==> src/hdl/stk_pkg.sv <==
// Shared types and constants for the S-expression tokenizer.
// Used by stk_scan, stk_out_pair, sexpr_tokenizer_unit, token_checker and tb; no dependencies.
package stk_pkg;

  // Scanner modes
  typedef enum logic [1:0] {
    MODE_BETWEEN = 2'd0,
    MODE_TOKEN   = 2'd1,
    MODE_ESCAPE  = 2'd2,
    MODE_COMMENT = 2'd3
  } scan_mode_t;

  // Result kinds
  typedef enum logic [3:0] {
    KIND_OPEN      = 4'd0,
    KIND_CLOSE     = 4'd1,
    KIND_QUOTE     = 4'd2,
    KIND_BACKQUOTE = 4'd3,
    KIND_COMMA     = 4'd4,
    KIND_CHAR      = 4'd5,
    KIND_DOT       = 4'd6,
    KIND_NUMBER    = 4'd7,
    KIND_SYMBOL    = 4'd8,
    KIND_END       = 4'd9
  } kind_t;

  // Character codes
  localparam logic [7:0] CH_OPEN   = 8'h28;
  localparam logic [7:0] CH_CLOSE  = 8'h29;
  localparam logic [7:0] CH_QUOTE  = 8'h27;
  localparam logic [7:0] CH_BQUOTE = 8'h60;
  localparam logic [7:0] CH_COMMA  = 8'h2C;
  localparam logic [7:0] CH_HASH   = 8'h23;
  localparam logic [7:0] CH_BSLASH = 8'h5C;
  localparam logic [7:0] CH_LF     = 8'h0A;
  localparam logic [7:0] CH_TAB    = 8'h09;
  localparam logic [7:0] CH_SPACE  = 8'h20;
  localparam logic [7:0] CH_DOT    = 8'h2E;
  localparam logic [7:0] CH_ZERO   = 8'h30;
  localparam logic [7:0] CH_NINE   = 8'h39;
  localparam logic [7:0] CH_LOW_N  = 8'h6E;
  localparam logic [7:0] CH_LOW_T  = 8'h74;

  // Limits
  localparam int unsigned NUM_W    = 63;
  localparam int unsigned FRAC_W   = 5;
  localparam int unsigned LINE_W   = 16;
  localparam logic [NUM_W-1:0]  NUM_MAX  = {NUM_W{1'b1}};
  localparam logic [FRAC_W-1:0] FRAC_MAX = 5'd18;
  localparam logic [LINE_W-1:0] LINE_MAX = {LINE_W{1'b1}};
  localparam logic [1:0]        DOT_MAX  = 2'd2;

  // One result beat
  typedef struct packed {
    kind_t              kind;
    logic [7:0]         ch;
    logic [NUM_W-1:0]   num;
    logic [FRAC_W-1:0]  frac;
    logic               ovf;
    logic               too_long;
    logic [LINE_W-1:0]  line;
  } result_t;

  // Results of one input item: a full first beat and, when count is two,
  // a second beat that carries only a kind
  typedef struct packed {
    result_t     first;
    kind_t       second_kind;
    logic [1:0]  count;
  } scan_out_t;

endpackage

==> src/hdl/sexpr_tokenizer_unit.sv <==
// Top level of the S-expression tokenizer: input register, scanner, output pair.
// Depends on stk_pkg, stk_scan and stk_out_pair.
//
// Takes one source byte (or an end-of-input mark) per beat and returns its
// tokens: single-character specials, one beat per token character, a class
// beat (dot, number with fraction digit count, or symbol) at token end and an
// end beat per end mark, with the current line number on every beat and
// out_last on the final beat of each input. A byte passes from the input
// register through the scanner into the output register once that is free,
// and its first result beat is then offered. The block takes one byte per
// cycle while the receiver takes every beat; a byte giving two results (a
// token ended by a special character, or end of input inside a token) holds
// the output register for two beats, so the input side waits for the second.
// Bytes giving no result still step the scanner; no clearing pass follows reset.
module sexpr_tokenizer_unit
  import stk_pkg::*;
#(
  parameter int unsigned MAX_TOKEN = 1024
) (
  input  logic               clk,
  input  logic               rst_n,
  input  logic               in_valid,
  output logic               in_ready,
  input  logic [7:0]         in_byte,
  input  logic               in_at_end,
  output logic               out_valid,
  input  logic               out_ready,
  output logic [3:0]         out_kind,
  output logic [7:0]         out_char,
  output logic [NUM_W-1:0]   out_numerator,
  output logic [FRAC_W-1:0]  out_fraction_digits,
  output logic               out_overflow,
  output logic               out_too_long,
  output logic [LINE_W-1:0]  out_line_number,
  output logic               out_last
);

  logic        in_vld_r;
  logic [7:0]  byte_r;
  logic        end_r;
  logic        advance, free;
  scan_out_t   scan_res;
  result_t     out_res;

  // Input register
  assign advance  = in_vld_r && free;
  assign in_ready = !in_vld_r || advance;

  always_ff @(posedge clk) begin
    if (!rst_n) begin
      in_vld_r <= 1'b0;
    end else if (in_ready) begin
      in_vld_r <= in_valid;
    end
  end

  always_ff @(posedge clk) begin
    if (in_valid && in_ready) begin
      byte_r <= in_byte;
      end_r  <= in_at_end;
    end
  end

  // Scanner
  stk_scan #(
    .MAX_TOKEN (MAX_TOKEN)
  ) u_scan (
    .clk       (clk),
    .rst_n     (rst_n),
    .step      (advance),
    .in_byte   (byte_r),
    .in_at_end (end_r),
    .res       (scan_res)
  );

  // Output register
  stk_out_pair u_out (
    .clk       (clk),
    .rst_n     (rst_n),
    .load      (advance),
    .res       (scan_res),
    .free      (free),
    .out_ready (out_ready),
    .out_valid (out_valid),
    .out_res   (out_res),
    .out_last  (out_last)
  );

  assign out_kind            = out_res.kind;
  assign out_char            = out_res.ch;
  assign out_numerator       = out_res.num;
  assign out_fraction_digits = out_res.frac;
  assign out_overflow        = out_res.ovf;
  assign out_too_long        = out_res.too_long;
  assign out_line_number     = out_res.line;

  // Checks
  a_line_nonzero: assert property (@(posedge clk) disable iff (!rst_n)
    out_valid |-> (out_line_number != '0))
    else $error("line number is zero on a result beat");

  a_frac_range: assert property (@(posedge clk) disable iff (!rst_n)
    out_valid |-> (out_fraction_digits <= FRAC_MAX))
    else $error("fraction digit count beyond range");

  a_second_follows: assert property (@(posedge clk) disable iff (!rst_n)
    (out_valid && out_ready && !out_last) |=> out_valid)
    else $error("second result beat missing");

  a_stall_holds: assert property (@(posedge clk) disable iff (!rst_n)
    !in_ready |-> (in_vld_r && !free))
    else $error("input stalled without a pending beat");

endmodule

==> src/hdl/stk_scan.sv <==
// Scanner state and per-byte decode for the tokenizer.
// Depends on stk_pkg; instantiated by sexpr_tokenizer_unit.
module stk_scan
  import stk_pkg::*;
#(
  parameter int unsigned MAX_TOKEN = 1024
) (
  input  logic        clk,
  input  logic        rst_n,
  input  logic        step,
  input  logic [7:0]  in_byte,
  input  logic        in_at_end,
  output scan_out_t   res
);

  localparam int unsigned LEN_W = $clog2(MAX_TOKEN + 1);
  localparam logic [LEN_W-1:0] LEN_MAX = LEN_W'(MAX_TOKEN);

  // State registers
  scan_mode_t         mode_r, mode_nxt;
  logic [LINE_W-1:0]  line_r, line_nxt;
  logic [NUM_W-1:0]   val_r, val_nxt;
  logic [FRAC_W-1:0]  frac_r, frac_nxt;
  logic [1:0]         dots_r, dots_nxt;
  logic               numeric_r, numeric_nxt;
  logic [LEN_W-1:0]   len_r, len_nxt;
  logic               ovf_r, ovf_nxt;

  // Decode
  logic        is_ws, is_hash, is_bs, sk_hit, is_digit;
  kind_t       sk_kind, sp_kind, cls_kind;
  logic [7:0]  esc_ch, ch;
  logic        emit_char, num_chk, emit_end, emit_sp, do_clear, bs_hit;
  logic [3:0]  digit;
  logic [NUM_W+3:0] prod;

  // Token fields after an optional clear
  logic [NUM_W-1:0]  b_val;
  logic [FRAC_W-1:0] b_frac;
  logic [1:0]        b_dots;
  logic              b_numeric;
  logic [LEN_W-1:0]  b_len;
  logic              b_ovf;

  always_comb begin
    is_ws   = (in_byte == CH_SPACE) || (in_byte == CH_TAB) || (in_byte == CH_LF);
    is_hash = (in_byte == CH_HASH);
    is_bs   = (in_byte == CH_BSLASH);
    is_digit = (in_byte >= CH_ZERO) && (in_byte <= CH_NINE);
    digit   = 4'(in_byte - CH_ZERO);
    sk_hit  = 1'b1;
    sk_kind = KIND_OPEN;
    unique case (in_byte)
      CH_OPEN:   sk_kind = KIND_OPEN;
      CH_CLOSE:  sk_kind = KIND_CLOSE;
      CH_QUOTE:  sk_kind = KIND_QUOTE;
      CH_BQUOTE: sk_kind = KIND_BACKQUOTE;
      CH_COMMA:  sk_kind = KIND_COMMA;
      default:   sk_hit  = 1'b0;
    endcase
    if (in_byte == CH_LOW_N) begin
      esc_ch = CH_LF;
    end else if (in_byte == CH_LOW_T) begin
      esc_ch = CH_TAB;
    end else begin
      esc_ch = in_byte;
    end
  end

  // Mode transitions and what the byte emits
  always_comb begin
    emit_char = 1'b0;
    num_chk   = 1'b0;
    ch        = in_byte;
    emit_end  = 1'b0;
    emit_sp   = 1'b0;
    sp_kind   = sk_kind;
    do_clear  = 1'b0;
    bs_hit    = 1'b0;
    mode_nxt  = mode_r;
    if (in_at_end) begin
      emit_end = (mode_r == MODE_TOKEN) || (mode_r == MODE_ESCAPE);
      emit_sp  = 1'b1;
      sp_kind  = KIND_END;
      mode_nxt = MODE_BETWEEN;
    end else begin
      unique case (mode_r)
        MODE_COMMENT: begin
          if (in_byte == CH_LF) mode_nxt = MODE_BETWEEN;
        end
        MODE_ESCAPE: begin
          emit_char = 1'b1;
          ch        = esc_ch;
          mode_nxt  = MODE_TOKEN;
        end
        MODE_TOKEN: begin
          if (is_ws) begin
            emit_end = 1'b1;
            mode_nxt = MODE_BETWEEN;
          end else if (is_hash) begin
            emit_end = 1'b1;
            mode_nxt = MODE_COMMENT;
          end else if (sk_hit) begin
            emit_end = 1'b1;
            emit_sp  = 1'b1;
            mode_nxt = MODE_BETWEEN;
          end else if (is_bs) begin
            bs_hit   = 1'b1;
            mode_nxt = MODE_ESCAPE;
          end else begin
            emit_char = 1'b1;
            num_chk   = 1'b1;
          end
        end
        MODE_BETWEEN: begin
          if (is_ws) begin
            mode_nxt = MODE_BETWEEN;
          end else if (is_hash) begin
            mode_nxt = MODE_COMMENT;
          end else if (sk_hit) begin
            emit_sp = 1'b1;
          end else if (is_bs) begin
            do_clear = 1'b1;
            bs_hit   = 1'b1;
            mode_nxt = MODE_ESCAPE;
          end else begin
            do_clear  = 1'b1;
            emit_char = 1'b1;
            num_chk   = 1'b1;
            mode_nxt  = MODE_TOKEN;
          end
        end
        default: mode_nxt = MODE_BETWEEN;
      endcase
    end
  end

  // Token accumulation: clear, then add the character
  always_comb begin
    if (do_clear || emit_end) begin
      b_val     = '0;
      b_frac    = '0;
      b_dots    = '0;
      b_numeric = 1'b1;
      b_len     = '0;
      b_ovf     = 1'b0;
    end else begin
      b_val     = val_r;
      b_frac    = frac_r;
      b_dots    = dots_r;
      b_numeric = numeric_r;
      b_len     = len_r;
      b_ovf     = ovf_r;
    end
    // value * 10 + digit, as two shifts and adds
    prod = {1'b0, b_val, 3'b000} + {3'b000, b_val, 1'b0} + {{(NUM_W){1'b0}}, digit};

    val_nxt     = b_val;
    frac_nxt    = b_frac;
    dots_nxt    = b_dots;
    numeric_nxt = b_numeric && !bs_hit;
    len_nxt     = b_len;
    ovf_nxt     = b_ovf;
    if (emit_char) begin
      if (b_len != LEN_MAX) len_nxt = b_len + 1'b1;
      if (num_chk && b_numeric) begin
        if (is_digit) begin
          if (|prod[NUM_W+3:NUM_W]) begin
            val_nxt = NUM_MAX;
            ovf_nxt = 1'b1;
          end else begin
            val_nxt = prod[NUM_W-1:0];
          end
          if (b_dots != 2'd0) begin
            if (b_frac < FRAC_MAX) begin
              frac_nxt = b_frac + 1'b1;
            end else begin
              ovf_nxt = 1'b1;
            end
          end
        end else if (in_byte == CH_DOT) begin
          if (b_dots < DOT_MAX) dots_nxt = b_dots + 1'b1;
        end else begin
          numeric_nxt = 1'b0;
        end
      end
    end

    // Line counter
    line_nxt = line_r;
    if (!in_at_end && (in_byte == CH_LF) && (line_r != LINE_MAX)) begin
      line_nxt = line_r + 1'b1;
    end
  end

  // Token class at token end
  always_comb begin
    if (numeric_r && (dots_r == 2'd1) && (len_r == LEN_W'(1))) begin
      cls_kind = KIND_DOT;
    end else if (numeric_r && (dots_r <= 2'd1)) begin
      cls_kind = KIND_NUMBER;
    end else begin
      cls_kind = KIND_SYMBOL;
    end
  end

  // Result assembly
  always_comb begin
    res.first.kind     = sp_kind;
    res.first.ch       = '0;
    res.first.num      = '0;
    res.first.frac     = '0;
    res.first.ovf      = 1'b0;
    res.first.too_long = 1'b0;
    res.first.line     = line_r;
    res.second_kind    = sp_kind;
    if (emit_char) begin
      res.first.kind     = KIND_CHAR;
      res.first.ch       = ch;
      res.first.too_long = (len_nxt == LEN_MAX);
    end else if (emit_end) begin
      res.first.kind     = cls_kind;
      res.first.too_long = (len_r == LEN_MAX);
      if (cls_kind == KIND_NUMBER) begin
        res.first.num  = val_r;
        res.first.frac = frac_r;
        res.first.ovf  = ovf_r;
      end
    end
    if (emit_end && emit_sp) begin
      res.count = 2'd2;
    end else if (emit_char || emit_end || emit_sp) begin
      res.count = 2'd1;
    end else begin
      res.count = 2'd0;
    end
  end

  // State update on each processed beat
  always_ff @(posedge clk) begin
    if (!rst_n) begin
      mode_r    <= MODE_BETWEEN;
      line_r    <= LINE_W'(1);
      val_r     <= '0;
      frac_r    <= '0;
      dots_r    <= '0;
      numeric_r <= 1'b1;
      len_r     <= '0;
      ovf_r     <= 1'b0;
    end else if (step) begin
      mode_r    <= mode_nxt;
      line_r    <= line_nxt;
      val_r     <= val_nxt;
      frac_r    <= frac_nxt;
      dots_r    <= dots_nxt;
      numeric_r <= numeric_nxt;
      len_r     <= len_nxt;
      ovf_r     <= ovf_nxt;
    end
  end

endmodule

==> src/hdl/stk_out_pair.sv <==
// Output register for the tokenizer: holds the one or two result beats of
// one item and hands them out in order. Depends on stk_pkg.
module stk_out_pair
  import stk_pkg::*;
(
  input  logic               clk,
  input  logic               rst_n,
  input  logic               load,
  input  scan_out_t          res,
  output logic               free,
  input  logic               out_ready,
  output logic               out_valid,
  output result_t            out_res,
  output logic               out_last
);

  logic [1:0] cnt_r, cnt_nxt;
  logic       idx_r, idx_nxt;
  result_t    first_r;
  kind_t      second_r;
  logic       pop, final_beat;

  // Beat selection
  always_comb begin
    out_valid  = (cnt_r != 2'd0);
    final_beat = idx_r || (cnt_r == 2'd1);
    out_last   = final_beat;
    pop        = out_valid && out_ready;
    free       = !out_valid || (pop && final_beat);
    out_res    = first_r;
    if (idx_r) begin
      out_res.kind     = second_r;
      out_res.ch       = '0;
      out_res.num      = '0;
      out_res.frac     = '0;
      out_res.ovf      = 1'b0;
      out_res.too_long = 1'b0;
    end
  end

  // Count and index
  always_comb begin
    cnt_nxt = cnt_r;
    idx_nxt = idx_r;
    if (load) begin
      cnt_nxt = res.count;
      idx_nxt = 1'b0;
    end else if (pop) begin
      if (final_beat) begin
        cnt_nxt = 2'd0;
        idx_nxt = 1'b0;
      end else begin
        idx_nxt = 1'b1;
      end
    end
  end

  always_ff @(posedge clk) begin
    if (!rst_n) begin
      cnt_r <= 2'd0;
      idx_r <= 1'b0;
    end else begin
      cnt_r <= cnt_nxt;
      idx_r <= idx_nxt;
    end
  end

  // Payload, no reset
  always_ff @(posedge clk) begin
    if (load) begin
      first_r  <= res.first;
      second_r <= res.second_kind;
    end
  end

endmodule

==> config.mk <==
export PLATFORM = sky130hd
export DESIGN_NAME = sexpr_tokenizer_unit
export DESIGN_NICKNAME = d
export VERILOG_FILES = /design/src/hdl/stk_pkg.sv /design/src/hdl/sexpr_tokenizer_unit.sv /design/src/hdl/stk_scan.sv /design/src/hdl/stk_out_pair.sv
export SDC_FILE = /design/constraint.sdc
export NUM_CORES = 1
export LEC_CHECK = 0
export ABC_AREA = 1
export BUFFER_PORTS_ARGS = -buffer_cell sky130_fd_sc_hd__buf_2
export CORE_ASPECT_RATIO = 2
export CORE_MARGIN = 5
export CORE_UTILIZATION = 29
export DETAILED_ROUTE_END_ITERATION = 10
export GPL_TIMING_DRIVEN = 0
export PLACE_DENSITY = 0.48
export SLEW_MARGIN = 40
export SYNTH_ARGS = -nofsm -noshare
export SYNTH_HDL_FRONTEND = slang
export SYNTH_SLANG_ARGS = --single-unit
==> constraint.sdc <==
create_clock -name clk -period 5.73 [get_ports clk]
set_clock_uncertainty 0.2 [all_clocks]
set_input_delay 0.2865 -clock clk [delete_from_list [all_inputs] [get_ports clk]]
set_output_delay 0.2865 -clock clk [all_outputs]
set_load 0.01 [all_outputs]
Word-level counts from Yosys, hierarchy flattened --
Cells that the tools add are included.
Cells by class: add/subtract/negate cells 7, magnitude comparators 5, eq/ne operators 27, muxes and demuxes 90, bitwise logic cells 3, reductions and logical operators 39
Operators by type and width (count):
- 2-to-1 mux 63 bit | 5
- 2-to-1 mux 82 bit | 1
- adder 66 x 64 -> 67 bit | 1
- adder 67 x 4 -> 67 bit | 1
- equality test 8 x 6 -> 1 bit (second input constant) | 7
- 2-to-1 mux 1 bit | 44
- 2-to-1 mux 2 bit | 20
- 2-to-1 mux 11 bit | 3
- equality test 8 x 7 -> 1 bit (second input constant) | 4
- 2-to-1 mux 8 bit | 4
- 2-to-1 mux 5 bit | 6
- equality test 11 bit (second input constant) | 2
- adder 16 x 1 -> 16 bit (second input constant) | 1
- equality test 8 x 4 -> 1 bit (second input constant) | 2
- 2-to-1 mux 4 bit | 4
- != test 16 bit (second input constant) | 1
- logical AND 1 bit | 13
- one-hot mux 3 bit (4 select lines) | 1
- adder 11 x 1 -> 11 bit (second input constant) | 1
- equality test 11 x 1 -> 1 bit (second input constant) | 1
- != test 11 bit (second input constant) | 1
- logical OR 1 bit | 9
- greater-or-equal comparator 8 x 6 -> 1 bit (second input constant) | 1
- <= comparator 8 x 6 -> 1 bit (second input constant) | 1
- 24 further kinds | 37
Storage, ports and cells: register bits 216, bits of input ports 13

Logic depth before layout (Yosys ltp) --
Gate-level depths: netlist of run 1.
depth in word-level cells 19, depth in mapped cells 32

Cells and area by module --
A second synthesis of run 1 with hierarchy kept.
Unflattened totals: cell total of the unflattened synthesis 2278, area, all modules 16253.1 um2
Modules (own cells, without submodules):
- stk_scan | times used 1, cells an instance 1941, area each 11866.4 um2, sequential area each 2021.9 um2
- stk_out_pair | times used 1, cells an instance 319, area each 4057.6 um2, sequential area each 3123.0 um2
- sexpr_tokenizer_unit | times used 1, cells an instance 18, area each 329.1 um2, sequential area each 290.3 um2

Worst setup path before layout of run 1 --
Ideal clock, no wire load.
path kind reg2reg, start register u_out.cnt_r[1], end register u_scan.numeric_r, setup time 0.136 ns, data arrival time 4.774 ns, data required time 5.394 ns, slack 0.620 ns, stages on the path, launching flop included 13, path buffers 3, path through dfxtp_1 > or2_2 > clkbuf_2 > nand2_1 > nor2_1 > inv_2 > nand2_1 > nand2_1 > inv_1 > buf_2 > clkbuf_1 > o2111ai_1 > o211ai_1
On the way: cells in the longest elaborated chain, start to end 5, elaborated cells on any way between the ends 8
Ends and longest elaborated chain:
- from (decl) | RTL line stk_out_pair.sv:17 | logic [1:0] cnt_r, cnt_nxt;
- from (signal assigned) | RTL line stk_out_pair.sv:63 | cnt_r <= cnt_nxt;
- nonzero test 2 bit (*) | RTL line stk_out_pair.sv:25 | out_valid = (cnt_r != 2'd0);
- net out_valid | RTL line sexpr_tokenizer_unit.sv:26 | output logic out_valid,
- logical AND 1 bit | RTL line stk_out_pair.sv:28 | pop = out_valid && out_ready;
- logical AND 1 bit | RTL line stk_out_pair.sv:29 | free = !out_valid || (pop && final_beat);
- logical OR 1 bit (*) | RTL line stk_out_pair.sv:29
- logical AND 1 bit (*) | RTL line sexpr_tokenizer_unit.sv:46 | assign advance = in_vld_r && free;
- net advance | RTL line sexpr_tokenizer_unit.sv:41 | logic advance, free;
- to (signal assigned) | RTL line stk_scan.sv:256 | numeric_r <= numeric_nxt;
- to (decl) | RTL line stk_scan.sv:25 | logic numeric_r, numeric_nxt;
Mark *: on every way through the listed nets, which the timed path passes. The rest lies on a longest branch. A chain may end at the register's enable or synchronous reset.

Final worst setup path of run 1 --
start register byte_r[4], end register u_scan.val_r[40]
On the way: cells in the longest elaborated chain, start to end 17, elaborated cells on any way between the ends 46
Ends and longest elaborated chain:
- from (decl) | RTL line sexpr_tokenizer_unit.sv:39 | logic [7:0] byte_r;
- from (signal assigned) | RTL line sexpr_tokenizer_unit.sv:59 | byte_r <= in_byte;
- equality test 8 x 6 -> 1 bit or equality test 8 x 7 -> 1 bit (tied branches) | RTL line stk_scan.sv:53 | unique case (in_byte)
- OR reduction 5 bit (no source line)
- 2-to-1 mux 1 bit | RTL line stk_scan.sv:53
- 2-to-1 mux 1 bit, on equally long branches | RTL line stk_scan.sv:120, stk_scan.sv:103
- 2-to-1 mux 1 bit, on equally long branches | RTL line stk_scan.sv:118, stk_scan.sv:100
- 2-to-1 mux 1 bit, on equally long branches | RTL line stk_scan.sv:116, stk_scan.sv:97
- 2-to-1 mux 1 bit | RTL line stk_scan.sv:87 | unique case (mode_r)
- 2-to-1 mux 1 bit | RTL line stk_scan.sv:81 | if (in_at_end) begin
- logical OR 1 bit | RTL line stk_scan.sv:140 | if (do_clear || emit_end) begin
- 2-to-1 mux 63 bit | RTL line stk_scan.sv:140
- adder 66 x 64 -> 67 bit | RTL line stk_scan.sv:156 | prod = {1'b0, b_val, 3'b000} + {3'b000, b_val, 1'b0} + {{(NUM_W){1'b0}}, digit};
- adder 67 x 4 -> 67 bit | RTL line stk_scan.sv:156
- OR reduction 4 bit | RTL line stk_scan.sv:168 | if (|prod[NUM_W+3:NUM_W]) begin
- 2-to-1 mux 63 bit | RTL line stk_scan.sv:168
- 2-to-1 mux 63 bit | RTL line stk_scan.sv:167 | if (is_digit) begin
- 2-to-1 mux 63 bit | RTL line stk_scan.sv:166 | if (num_chk && b_numeric) begin
- 2-to-1 mux 63 bit (*) | RTL line stk_scan.sv:164 | if (emit_char) begin
- to (signal assigned) | RTL line stk_scan.sv:253 | val_r <= val_nxt;
- to (decl) | RTL line stk_scan.sv:22 | logic [NUM_W-1:0] val_r, val_nxt;
Mark *: on every way between the ends. The rest lies on a longest branch, timed or not.

==> results of run 1 <==
==> metal layers <==
layer	vias to the layer above	track usage (%)	wire length (µm)	part of all wire (%)
li1	7528	-	-	-
met1	6826	16.7	19000	33
met2	310	39.1	32900	57
met3	133	1.93	1700	2.9
met4	0	12.0	4090	7.1
met5	-	0	0	0
==> placed cells by master (no fill, tap or decap), types with 6 or more instances in the layout <==
| cell | synthesis | layout |
|---|---|---|
| o21bai_1 | 19 | 18 |
| dlygate4sd3_1 | 0 | 12 |
| xor2_1 | 41 | 41 |
| a31oi_1 | 15 | 12 |
| o21a_1 | 8 | 8 |
| nand2_1 | 407 | 400 |
| buf_2 | 17 | 128 |
| inv_1 | 319 | 319 |
| o21ai_0 | 111 | 102 |
| a21o_1 | 6 | 6 |
| nand2_2 | 7 | 14 |
| nand4_1 | 15 | 15 |
| o21ai_1 | 38 | 41 |
| nor2_4 | 3 | 9 |
| nand3_1 | 87 | 84 |
| inv_2 | 7 | 7 |
| nor2_1 | 398 | 381 |
| edfxtp_1 | 111 | 111 |
| clkbuf_1 | 32 | 32 |
| nor2_2 | 2 | 13 |
| dfxtp_1 | 105 | 105 |
| nor3_1 | 28 | 26 |
| xnor2_1 | 23 | 23 |
| nor4_1 | 14 | 13 |
| clkinv_2 | 0 | 6 |
| ha_1 | 136 | 134 |
| buf_4 | 18 | 28 |
| a21oi_2 | 2 | 13 |
| buf_6 | 2 | 7 |
| clkbuf_16 | 0 | 23 |
| a21oi_1 | 176 | 162 |
| o211ai_1 | 6 | 6 |
==> sequential cells by signal, indices dropped and copies added (netlist names) <==
| register | cells |
|---|---|
| byte_r | 8 |
| end_r | 1 |
| in_vld_r | 1 |
| u_out.cnt_r | 2 |
| u_out.first_r | 82 |
| u_out.idx_r | 1 |
| u_out.out_res | 16 |
| u_out.second_r | 4 |
| u_scan.dots_r | 2 |
| u_scan.frac_r | 5 |
| u_scan.len_r | 11 |
| u_scan.line_r | 16 |
| u_scan.mode_r | 2 |
| u_scan.numeric_r | 1 |
| u_scan.ovf_r | 1 |
| u_scan.val_r | 63 |
==> worst min-delay path by stage <==
| stage | startpoint | to | cells after the start |
|---|---|---|---|
| finish | in_byte[1] | byte_r[1]$_DFFE_PP_ | 2 |
| global route | in_byte[0] | byte_r[0]$_DFFE_PP_ | 2 |
| CTS | in_byte[1] | byte_r[1]$_DFFE_PP_ | 2 |
| detailed placement | u_scan.val_r[22]$_SDFFE_PN0P_ | u_scan.val_r[22]$_SDFFE_PN0P_ | 2 |
| global placement | u_scan.val_r[35]$_SDFFE_PN0P_ | u_scan.val_r[35]$_SDFFE_PN0P_ | 2 |
| floorplan | in_byte[0] | byte_r[0]$_DFFE_PP_ | 0 |
==> power by group through the flow <==
stage	combinational, mW	sequential, mW	clock, mW
global placement	0.609	1.78	0
CTS	0.653	1.73	1.51
detailed placement	0.628	1.77	0
finish	0.653	1.73	1.46
floorplan	0.357	1.76	0
global route	0.717	1.74	1.56
==> worst reg2reg max path: cells and delay by family, from the launching register on <==
kind / cells / cell delay [ns]
AOI/OAI and AO/OA: 5 / 0.96
adders and majority gates: 2 / 0.71
and+or+nand+nor: 16 / 2.32
buffers and inverters: 5 / 0.82
DFF: 1 / 0.42
==> logic make-up after synthesis <==
family                   after synthesis  synth area share (%)
adder cells (fa/ha/maj)              138                  11.1
XOR/XNOR                              64                  3.58
flip-flops                           216                  34.8
AO/OA/AOI/OAI                        404                  14.2
AND/OR/NAND/NOR                      978                  25.7
buffers and inverters                405                  10.4
multiplexers                           4                 0.288
==> stage by stage <==
| step | setup WS, ns | TNS (ns) | utilization (%) | power [mW] |
|---|---|---|---|---|
| finish | 0.172 | 0 | 34.4 | 3.84 |
| global route | -0.0438 | -0.270 | 34.4 | 4.01 |
| CTS | 0.00134 | 0 | 34.0 | 3.90 |
| detailed placement | -1.90 | -106.50 | 32.1 | 2.39 |
| global placement | -1.90 | -265.31 | 31.9 | 2.39 |
| floorplan | 0.620 | 0 | - | 2.12 |
==> repair_timing <==
item / CTS / global route
endpoints found under the hold margin: 16 / 0
pin swaps: 1 / 8
resized for setup: 59 / 59
hold buffers: 12 / 0
endpoints found under the setup margin: 64 / 63
setup buffers: 3 / 7
==> cell type report <==
cell class | count | area share (%)
inverters | 326 | 6.65
clock buffers | 30 | 3.32
repair buffers | 139 | 4.61
clock inverters | 12 | 0.455
multi-input cells | 1588 | 48.2
plain buffers | 79 | 2.65
flip-flops and latches | 216 | 29.5
well taps | 671 | 4.56
==> qor.yml, run 1 <==
worst_setup_path:
  rr_startpoint: "byte_r[4]$_DFFE_PP_"
  cp-end-kind: "register"
  cpLargestDelayFamily: "simple AND/OR/NAND/NOR gates"
  max_stage_delay_ns: 0.42
  start_kind: "register"
  cp.arrival_ns: 5.79
  crit_end: "u_scan.val_r[40]$_SDFFE_PN0P_"
  required_ns: 5.96
  worstPathBufferInverterCount: 5
  reg2reg_slack_ns: 0.17
  crit_type: "register to register"
  worst-path-stages: 28
  crit_fanout: 10
  rr_endpoint: "u_scan.val_r[40]$_SDFFE_PN0P_"
  crit_top_cell: "nand2_1"
  crit_path_top_delay_cell: "edfxtp_1"
  reg2reg_depth: 28
  crit_start: "byte_r[4]$_DFFE_PP_"
final_layout:
  diodes: 0
  fillers: 5800
  drive_gt1_share_pct: 12.6
  multi_input_area_um2: 8880
  fin_nets: 2524
  instances_no_fill: 3061
  seqCellArea_um2: 5440
  area_growth_pct: 17.7
  stdcell_area_um2: 18400
timing:
  slew_headroom_pct: 45.4
  period_share_pct: 97.0
  whs_ns: 0.238
  finalSetupViolCount: 0
  timing.fmax_mhz: 180
  slew_violations: 0
  finalHoldViolations: 0
  fin_crit_ns: 5.56
  worstMarginPinSlew_ns: 0.820
power:
  p_int_mw: 2.71
  seq_power_share_pct: 45.1
  powerDensity_nw_per_um2: 209
  p_switching_mw: 1.13
  swShare_pct: 29.5
  power_frac_comb_pct: 17.0
  vdd_drop_max_uv: 180
  p_leak_nw: 8.23
  p_clk_share_pct: 37.9
placed_design:
  place_congestion: 0.968
  io_buffers: 113
  placed_area_um2: 17100
  dp_hpwl_um: 47400
  dpl.cell_count: 2997
global_routing:
  grt_pass1_wl_um: 86800
  gr-usage-all-layers_pct: 18.9
  grt_remaining_overflow: 0
  antenna_found_initial: 1
  grt_max_degree: 41
  grt_pass1_vias: 15600
outcome:
  status: "finished, final reports clean"
drt:
  vias_per_cell: 4.83
  dr.pass1.iters: 5
  dr.first_iter.drc_count: 678
  drc: 0
  wirelength_um: 57700
  vias: 14800
  antenna_left: 0
  wl_per_cell_um: 18.9
die:
  initial_utilization_pct: 29.3
  die_x_um: 174
  core_um2: 53500
  rows: 120
  ios: 114
  dieArea_um2: 58900
  dieHeight_um: 338
synth:
  synth_edf_count: 111
  ys_async_sr_fraction_pct: 0
  avgSynthCellArea_um2: 7.08
  synth_flop_cell: "edfxtp_1"
  post-synth-top-count-cell: "nand2_1"
  yosys-top-cells-count: "407 x nand2_1, 398 x nor2_1, 319 x inv_1"
  syn_nets: 2360
  ys_seq_elements: 216
  netlist.area_leader.share_pct: 21.3
  synth.distinct_cells: 53
  syn_area_um2: 15600
  synth_cells: 2209
  synth_area_leaders: "edfxtp_1 21%, dfxtp_1 13%, ha_1 11%"
  yosysTopAreaCell: "edfxtp_1"
  yosysSeqAreaShare_pct: 34.8
  ys_warn_count: 0
clock_tree:
  cts-root-buf: "clkbuf_16"
  clk_pin_slew_ns: 0.06
  cts_tree: "yes"
  cts_htree_levels: 1
  cts_sinks: 216
  clockBufferDepth: 3
  clk_latency_ns: 0.57
  cts_buffers: 23
min_path:
  hold_class: "primary input to register"
job:
  cap_violations: 0
Note: power is estimated with default switching activity, not from simulation.
==> inputs of run 2 (changes only) <==
- CORE_UTILIZATION: 29 -> 50
- PLACE_DENSITY: 0.48 -> 0.72
==> run 2 against run 1 <==
  * Critical path depth down 3
  * Non-clock buffer count unchanged
  * Maximum frequency about the same
  * Worst setup slack better by 0.0052 ns
  * Combinational power down 3%
  * Clock power up 5%
  * Register-to-register slack about the same
  * Sequential share of layout area up 0.59 points
  * Final cell count down 8.3%
  * Core utilization up 24 points
  * Count of clock-buffer cells in the layout down 1
  * Critical path type unchanged
  * Wire length down 11%
==> qor.yml, run 2 (same netlist as run 1, synthesis figures left out) <==
worst_setup_path:
  crit_fanout: 10  # unchanged
  rr_startpoint: "byte_r[1]$_DFFE_PP_"
  start_kind: "register"
  required_ns: 5.96  # about the same
  reg2reg_slack_ns: 0.18  # about the same
  cp.arrival_ns: 5.78  # about the same
  reg2reg_depth: 25  # -11%
  crit_type: "register to register"
  cp-end-kind: "register"
  rr_endpoint: "u_scan.val_r[56]$_SDFFE_PN0P_"
final_layout:
  final_common_cell: "nand2_1"
  drive_gt1_share_pct: 11.9  # -0.66 points
  fillers: 3017  # -48%
  area_growth_pct: 15.5
  final_cell_mix: "405 x nand2_1, 382 x nor2_1, 319 x inv_1"
  largestRegisters: "u_out.first_r: 82 flops, u_scan.val_r: 63 flops"
  diodes: 0  # unchanged
  largest_reg_flops: 82  # unchanged
  final_util_pct: 58.5  # +24 points
  fin_nets: 2523  # -0.040%
  regMostFlops: "u_out.first_r"
clock_tree:
  cts_buffers: 22  # -4.3%
  cts_htree_levels: 1  # unchanged
  cts_sinks: 216  # unchanged
  clockBufferDepth: 3  # unchanged
  cts-root-buf: "clkbuf_16"
  cts_tree: "yes"
  clk_latency_ns: 0.54  # -0.03 ns
  clk_pin_slew_ns: 0.07  # about the same
power:
  seq_power_share_pct: 44.3  # -0.8 points
  p_int_mw: 2.81  # +3.7%
  power_frac_comb_pct: 16.2  # -0.8 points
  swShare_pct: 28.1  # -1.5 points
  finalPower_mw: 3.90  # +1.6%
  vdd_drop_max_uv: 250  # +39%
  p_clk_share_pct: 39.4  # +1.5 points
  p_switching_mw: 1.09  # -3.5%
  p_leak_nw: 8.22  # -0.19%
  powerDensity_nw_per_um2: 216  # +3.6%
drt:
  vias_per_cell: 5.42  # +12%
  wirelength_um: 51500  # -11%
  dr.pass1.iters: 7  # +2
  vias: 15200  # +2.8%
  wl_per_cell_um: 18.4  # -2.6%
  antenna_left: 0  # unchanged
  drc: 0  # unchanged
  dr.first_iter.drc_count: 693  # +2.2%
timing:
  worstMarginPinSlew_ns: 0.833  # +0.0137 ns
  finalSetupViolCount: 0  # unchanged
  period_share_pct: 96.9  # about the same
  slew_headroom_pct: 44.4  # -0.92 points
  fin_crit_ns: 5.55  # -0.00520 ns
  slew_violations: 0  # unchanged
  tns_ns: 0  # unchanged
  timing.fmax_mhz: 180  # about the same
  whs_ns: 0.253  # +0.0143 ns
  finalHoldViolations: 0  # unchanged
global_routing:
  grt_max_degree: 44  # +7.3%
  gr-usage-all-layers_pct: 28.9  # +9.9 points
  grt_pass1_wl_um: 78800  # -9.2%
  grt_remaining_overflow: 0  # unchanged
  antenna_found_initial: 0  # -1
  grt_pass1_vias: 15200  # -2.5%
die:
  initial_utilization_pct: 50.7  # +21 points
  core_um2: 30900  # -42%
  dieArea_um2: 35100  # -40%
  die_x_um: 135  # -22%
  ios: 114  # unchanged
  dieHeight_um: 260  # -23%
  rows: 91  # -24%
outcome:
  status: "finished, final reports clean"
min_path:
  worstHoldPathCells: 2  # unchanged
  hold_class: "register to register"
  whs_endpoint: "u_scan.val_r[30]$_SDFFE_PN0P_"
  hp-start: "u_scan.val_r[30]$_SDFFE_PN0P_"
placed_design:
  dp_hpwl_um: 41700  # -12%
  io_buffers: 113  # unchanged
  place_congestion: 0.997  # +3.1%
job:
  cap_violations: 0  # unchanged
-- run 2: cell types whose count changed in the layout (fill, tap and decap cells not counted), sizes merged --
cell,change
buf,+1
clkbuf,-2
clkinv,-7
bufinv,+2
clkinvlp,+4
-- run 2: per-stage QoR --
stage / setup WS, ns / cells / area, µm²
2_1_floorplan: 0.620 / 2209 / 15600
6_report: 0.177 / 2806 / 18100
3_5_place_dp: -1.70 / 2743 / 16800
4_1_cts: 0.0666 / 2799 / 17900
5_1_grt: -0.0617 / 2806 / 18100
3_3_place_gp: -1.68 / 2740 / 16700
-- run 2: critical path, stage by stage, from the launching register on --
cell and delay (ns):
edfxtp_1 0.48, buf_4 0.18, nand2_1 0.12, nor2_1 0.07, nand2_1 0.10, nand2_2 0.08, nor2_4 0.16, nand2_2 0.09
nand2_4 0.13, nand3_4 0.12, buf_4 0.21, buf_6 0.17, nor2_2 0.17, fa_1 0.50, fa_1 0.48, nand3_1 0.10
nand2_1 0.13, a21oi_4 0.24, o21ai_2 0.15, nand2_1 0.10, nand2_2 0.13, a21oi_1 0.48, o21ai_0 0.36, xor2_1 0.24
o21bai_1 0.18, nand2_1 0.06
-- run 2: how the worst max path moves through the flow --
stage	startpoint	to	slack, ns	cells past startpoint
2_1_floorplan	u_out.cnt_r[1]$_SDFFE_PN0P_	u_scan.numeric_r$_SDFFE_PN1P_	0.62	12
3_3_place_gp	byte_r[3]$_DFFE_PP_	u_scan.val_r[38]$_SDFFE_PN0P_	-1.68	28
3_5_place_dp	byte_r[3]$_DFFE_PP_	u_scan.val_r[38]$_SDFFE_PN0P_	-1.70	28
4_1_cts	byte_r[3]$_DFFE_PP_	u_scan.val_r[38]$_SDFFE_PN0P_	0.07	27
5_1_grt	byte_r[2]$_DFFE_PP_	u_scan.val_r[29]$_SDFFE_PN0P_	-0.06	31
6_report	byte_r[1]$_DFFE_PP_	u_scan.val_r[56]$_SDFFE_PN0P_	0.18	25
-- run 2: routing by layer --
layer | wire [µm] | track usage (%)
met4 | 4720 | 22.1
met2 | 27700 | 56.5
met3 | 2010 | 2.96
met5 | 0 | 0
met1 | 17000 | 26.4
-- run 2: timing repair --
| item | 4_1_cts | 5_1_grt |
|---|---|---|
| pin swaps | 2 | 3 |
| setup endpoints to repair | 64 | 63 |
| hold buffers | 12 | 0 |
| buffers inserted | 4 | 7 |
| resized for setup | 41 | 44 |
| hold endpoints to repair | 16 | 0 |
-- run 2: area by class of cell --
type                    instances  area (µm²)  share of cell area (%)
plain buffers                  79         455                    2.52
clock buffers                  29         618                    3.42
clock inverters                11         148                   0.818
inverters                     326        1220                    6.78
multi-input cells            1588        8820                    48.9
flip-flops and latches        216        5440                    30.1
well taps                     418         523                    2.90
repair buffers                139         828                    4.59
-- run 2: power groups by stage --
stage	clock [mW]	combinational (mW)	sequential [mW]
2_1_floorplan	0	0.357	1.76
3_3_place_gp	0	0.574	1.77
3_5_place_dp	0	0.594	1.76
4_1_cts	1.56	0.622	1.73
5_1_grt	1.63	0.688	1.74
6_report	1.54	0.634	1.73
